[src/lavm_pkg.sv]
// lavm_pkg: shared types and constants of the look-at view matrix core
// holds the transfer structs, the job record and the engine state codes
// no dependencies
package lavm_pkg;

    localparam int VAL_W   = 32;
    localparam int DIFF_W  = 33;
    localparam int COL_W   = 2;
    localparam int Q_DEPTH = 2;
    localparam int Q_AW    = 1;
    localparam int Q_CW    = 2;

    localparam logic [COL_W-1:0] LAST_COL = 2'd3;
    localparam logic signed [VAL_W-1:0] VAL_MAX = 32'sh7fff_ffff;
    localparam logic signed [VAL_W-1:0] VAL_MIN = 32'sh8000_0000;

    typedef struct packed {
        logic signed [VAL_W-1:0] eye_x;
        logic signed [VAL_W-1:0] eye_y;
        logic signed [VAL_W-1:0] eye_z;
        logic signed [VAL_W-1:0] target_x;
        logic signed [VAL_W-1:0] target_y;
        logic signed [VAL_W-1:0] target_z;
    } cam_item_t;

    typedef struct packed {
        logic [COL_W-1:0]        column_index;
        logic signed [VAL_W-1:0] row0_value;
        logic signed [VAL_W-1:0] row1_value;
        logic signed [VAL_W-1:0] row2_value;
        logic signed [VAL_W-1:0] row3_value;
        logic                    last_column;
        logic                    degenerate;
        logic                    saturated;
    } col_item_t;

    // classified item as queued between front and back end
    typedef struct packed {
        logic signed [VAL_W-1:0]  eye_x;
        logic signed [VAL_W-1:0]  eye_y;
        logic signed [VAL_W-1:0]  eye_z;
        logic signed [DIFF_W-1:0] dx;
        logic signed [DIFF_W-1:0] dy;
        logic signed [DIFF_W-1:0] dz;
        logic                     dzero;
    } job_t;

    // finished matrix terms handed to the column emitter
    typedef struct packed {
        logic signed [VAL_W-1:0] r0;
        logic signed [VAL_W-1:0] r1;
        logic signed [VAL_W-1:0] r2;
        logic signed [VAL_W-1:0] u0;
        logic signed [VAL_W-1:0] u1;
        logic signed [VAL_W-1:0] u2;
        logic signed [VAL_W-1:0] f0;
        logic signed [VAL_W-1:0] f1;
        logic signed [VAL_W-1:0] f2;
        logic signed [VAL_W-1:0] t0;
        logic signed [VAL_W-1:0] t1;
        logic signed [VAL_W-1:0] t2;
        logic                    degenerate;
        logic                    saturated;
    } mat_t;

    typedef enum logic [3:0] {
        ENG_IDLE,
        ENG_NORM,
        ENG_SQ,
        ENG_SQW,
        ENG_SQRT,
        ENG_DIV,
        ENG_MAC,
        ENG_MACW,
        ENG_DONE
    } eng_state_t;

    typedef enum logic [2:0] {
        DST_SUM,
        DST_U0,
        DST_U1,
        DST_U2,
        DST_T0,
        DST_T1,
        DST_T2
    } acc_dst_t;

endpackage

[src/lavm_front.sv]
// lavm_front: input side, forms target minus eye and flags a zero forward vector
// keeps classified items in a two-entry queue for the back end
// depends on lavm_pkg
module lavm_front (
    input  logic                clk,
    input  logic                rst_n,
    input  logic                cam_valid,
    output logic                cam_ready,
    input  lavm_pkg::cam_item_t cam_item,
    output logic                job_valid,
    output lavm_pkg::job_t      job,
    input  logic                job_pop
);

    localparam int DW = lavm_pkg::DIFF_W;

    lavm_pkg::job_t                mem_reg [lavm_pkg::Q_DEPTH];
    logic [lavm_pkg::Q_AW-1:0]     wr_ptr_reg, wr_ptr_next;
    logic [lavm_pkg::Q_AW-1:0]     rd_ptr_reg, rd_ptr_next;
    logic [lavm_pkg::Q_CW-1:0]     fill_reg, fill_next;
    lavm_pkg::job_t                new_job;
    logic                          push;
    logic                          pop;

    // classify
    always_comb
    begin
        new_job.eye_x = cam_item.eye_x;
        new_job.eye_y = cam_item.eye_y;
        new_job.eye_z = cam_item.eye_z;
        new_job.dx    = DW'(cam_item.target_x) - DW'(cam_item.eye_x);
        new_job.dy    = DW'(cam_item.target_y) - DW'(cam_item.eye_y);
        new_job.dz    = DW'(cam_item.target_z) - DW'(cam_item.eye_z);
        new_job.dzero = (cam_item.target_x == cam_item.eye_x)
                     && (cam_item.target_y == cam_item.eye_y)
                     && (cam_item.target_z == cam_item.eye_z);
    end

    assign cam_ready = fill_reg != lavm_pkg::Q_CW'(lavm_pkg::Q_DEPTH);
    assign job_valid = fill_reg != '0;
    assign job       = mem_reg[rd_ptr_reg];
    assign push      = cam_valid && cam_ready;
    assign pop       = job_pop && job_valid;

    always_comb
    begin
        wr_ptr_next = push ? wr_ptr_reg + 1'b1 : wr_ptr_reg;
        rd_ptr_next = pop ? rd_ptr_reg + 1'b1 : rd_ptr_reg;
        fill_next   = fill_reg;
        if (push && !pop)
        begin
            fill_next = fill_reg + 1'b1;
        end
        else if (pop && !push)
        begin
            fill_next = fill_reg - 1'b1;
        end
    end

    always_ff @(posedge clk or negedge rst_n)
    begin
        if (!rst_n)
        begin
            wr_ptr_reg <= '0;
            rd_ptr_reg <= '0;
            fill_reg   <= '0;
        end
        else
        begin
            wr_ptr_reg <= wr_ptr_next;
            rd_ptr_reg <= rd_ptr_next;
            fill_reg   <= fill_next;
        end
    end

    always_ff @(posedge clk)
    begin
        if (push)
        begin
            mem_reg[wr_ptr_reg] <= new_job;
        end
    end

endmodule

[config.mk]
export PLATFORM = sky130hd
export DESIGN_NAME = lavm_front
export DESIGN_NICKNAME = d
export VERILOG_FILES = /design/src/lavm_pkg.sv /design/src/lavm_front.sv
export SDC_FILE = /design/constraint.sdc
export NUM_CORES = 1
export LEC_CHECK = 0
export ABC_CLOCK_PERIOD_IN_PS = 23200
export BUFFER_PORTS_ARGS = -buffer_cell sky130_fd_sc_hd__buf_2
export CORE_ASPECT_RATIO = 0.7
export CORE_UTILIZATION = 55
export DETAILED_ROUTE_END_ITERATION = 7
export PLACE_DENSITY = 0.8
export SYNTH_ARGS = -nofsm -noshare
export SYNTH_HDL_FRONTEND = slang
export SYNTH_SLANG_ARGS = --single-unit
export TNS_END_PERCENT = 10
[constraint.sdc]
create_clock -name clk -period 23.2 [get_ports clk]
set_input_delay 0 -clock clk [delete_from_list [all_inputs] [get_ports clk]]
set_output_delay 0 -clock clk [all_outputs]
set_load 0.01 [all_outputs]
==> flow_summary_export.csv <==
group,metric,value,unit
clock_tree,cts-root-buf,"clkbuf_16",
grt,grt_max_degree,76,
routing,detail_route.first_pass.iterations,6,
grt,grt_pass1_wl,77.89,mm
critical_path,critPathKind,"flop to flop",
sta,tightest_slew,1096,ps
finish,largest_reg_flops,392,
critical_path,cpMostUsedCell,"buf_4",
sta,fin_worst_skew,15.56,ps
routing,antenna_left,0,
finish,area_delta_synth_final,24.73,%
grt,grtUsageMet3,5.632,%
critical_path,startpoint,"fill_reg[0]",
synthesis,yosysMostFrequentCell,"edfxtp_1",
place,numPlacedInstances,2330,
sta,hold_violations,0,
clock_tree,htreeDepth,2,
finish,fin_area,0.02478,mm2
clock_tree,cts_num_sinks,396,
routing,vias,14180,
synthesis,synth-edff-count,392,
status,status,"completed",
finish,multi_input_area,0.007371,mm2
sta,drv_slew,0,
critical_path,cp_slowest_cell,"nor2_4",
routing,remaining_drc_errors,0,
floorplanning,initial_core_util,56.61,%
synthesis,synth-seq-area-share,59.76,%
critical_path,cp_max_fo,59,
sta,final.setup.worst_slack,19880,ps
grt,grt_pass1_vias,14280,
clock_tree,clk_pin_slew,70,ps
power,total_power,2.625,mW
grt,grt_overflow,0,
routing,first_iter_violations,1072,
place,port_buffers,393,
finish,seq_area,0.01188,mm2
critical_path,critPathBufInv,2,
floorplanning,ios,394,
critical_path,worstPathRequired,23360,ps
synthesis,synth_seq_cells,396,
synthesis,synth_area_leader_cell,"edfxtp_1",
synthesis,synth_top_area_share,59.26,%
grt,grt_use_met2,45.04,%
finish,fill_cells,2428,
critical_path,path_cells,"nand2b_1 -> nand2_1 -> nor2_4 -> buf_4 -> buf_4",
critical_path,cp-end-kind,"flop",
sta,slew_headroom,26.94,%
floorplanning,num_rows,57,
clock_tree,postCtsSetupBuffers,0,
min_path,hold_path_class,"input port to flop",
sta,timing.hold.ws,32.15,ps
floorplanning,dieArea,0.03689,mm2
synthesis,syn_nets,1793,
sta,rsz0062_at_grt,"no",
finish,fin_util,70.62,%
power,powerDensity,105.9,mW/mm2
sta,post-route-period-util,14.32,%
floorplanning,core,0.03509,mm2
synthesis,synth_cell_types,65,
clock_tree,cts_resized,0,
clock_tree,clk_latency,540,ps
routing,routedWlPerCell,20.33,um
synthesis,ys_async_sr_fraction,1.010,%
sta,max_freq,301.0,MHz
finish,layout-drive-gt1-share,33.33,%
clock_tree,ctsHoldBuffers,106,
finish,finalNonFillerCells,2506,
finish,finalNetCount,2301,
place,dpl-instance-area,0.02235,mm2
grt,busiest_layer,"met2",
power,irDropWorstVdd,0.09475,mV
routing,wl,50.95,mm
synthesis,synth_area_leaders,"edfxtp_1 (59%), mux2_2 (11%), ha_1 (6.1%)",
critical_path,rr_startpoint,"fill_reg[0]",
synthesis,synth_flop_cell,"edfxtp_1",
critical_path,cp-start-kind,"flop",
clock_tree,cts_tree,"done",
clock_tree,clock_path_buffers,3,
job,maxCapViolations,0,
synthesis,ys_top_cells_by_count,"edfxtp_1 (392), mux2_2 (196), inv_1 (129), ha_1 (97), a21oi_1 (87)",
floorplanning,die_w,229.2,um
critical_path,cp.arrival,3480,ps
place,gp_congestion,0.9123,
place,hpwl,35.26,mm
routing,via_per_inst,5.658,
sta,post-route-min-period,3322,ps
synthesis,avgSynthCellArea,13.27,um2
power,leakagePower,10.15,nW
floorplanning,fp.dieH,161.0,um
synthesis,synthCells,1497,
critical_path,cpPeakStageDelay,810,ps
sta,setup_viol,0,
grt,grt_usage,27.25,%
clock_tree,cts_buffers,39,
min_path,min-delay-start,"cam_item[33]",
synthesis,synth_area,0.01987,mm2
critical_path,cpLargestDelayFamily,"buffers and inverters",
synthesis,ys_warn_count,0,
grt,antenna_found_initial,5,
place,pre_cts_slack,19910,ps
sta,setup-tns-final,0,ps
grt,grtUsageMet1,35.89,%
==> where the power goes <==
group | internal, mW | switching (mW)
clock | 0.410 | 0.268
combinational | 0.376 | 0.501
sequential | 1.01 | 0.0605
==> placed cells by master (no fill, tap or decap), types with 8 or more instances in the layout <==
cell type,synthesis,routed
a21oi_1,87,87
edfxtp_1,392,392
nand4_1,21,21
xnor2_1,56,56
o21bai_1,11,11
clkbuf_16,0,41
mux2_2,196,196
a211oi_1,11,11
o21ai_1,24,24
nand3_1,21,21
nand2_1,75,75
dlygate4sd3_1,0,106
a31oi_1,13,13
and2_1,9,9
o21ai_0,20,20
nor2_1,79,78
and3_1,14,13
inv_1,129,129
bufinv_16,0,8
nor3_1,14,14
o21a_1,12,12
ha_1,97,97
nor2b_1,13,13
buf_2,1,393
buf_4,0,8
nand2b_1,10,10
a21o_1,43,43
xor2_1,27,27
==> worst register-to-register path: stages (launching register included) <==
cell      delay, ps
dfrtp_1         430
nand2b_1        190
nand2_1         170
nor2_4          810
buf_4           550
buf_4           770
==> layout make-up <==
type                            count  share of cell area (%)
Clock buffer                       43                   4.171
Tap cell                          472                   2.383
Inverter                          129                   1.954
Antenna cell                        3                 0.03030
Sequential cell                   396                   47.92
Multi-Input combinational cell    932                   29.75
Clock inverter                     24                   1.328
Timing Repair Buffer              507                   12.46
==> path summary, 6_finish.rpt <==
check | to | slack [ps] | cells past startpoint
min in group asynchronous | fill_reg[0] | 390 | 3
max reg2reg | mem_reg[0][151] | 19880 | 5
min reg2reg | fill_reg[1] | 530 | 1
max | mem_reg[0][151] | 19880 | 5
min | mem_reg[0][35] | 30 | 4
max in group asynchronous | rd_ptr_reg | 22630 | 3
==> kinds of logic (layout without fill, tap and decap cells) <==
kind of cell / count (synthesis) / count (layout) / share of synthesized area, %
buffers and inverters: 169 / 703 / 3.200
muxes: 199 / 199 / 11.27
AOI/OAI and AO/OA: 272 / 272 / 8.887
DFF: 396 / 396 / 59.76
other: 0 / 3 / 0
and+or+nand+nor: 278 / 278 / 6.815
adders and majority gates: 100 / 100 / 6.412
xor gates and xnor gates: 83 / 83 / 3.659
==> per-layer routing <==
metal  part of all wire (%)  wire, um
met3                    7.4      3770
met2                     48     24460
met5                  0.026        13
met4                    3.3      1657
met1                     41     21050
Note: power is estimated with default switching activity, not from simulation.
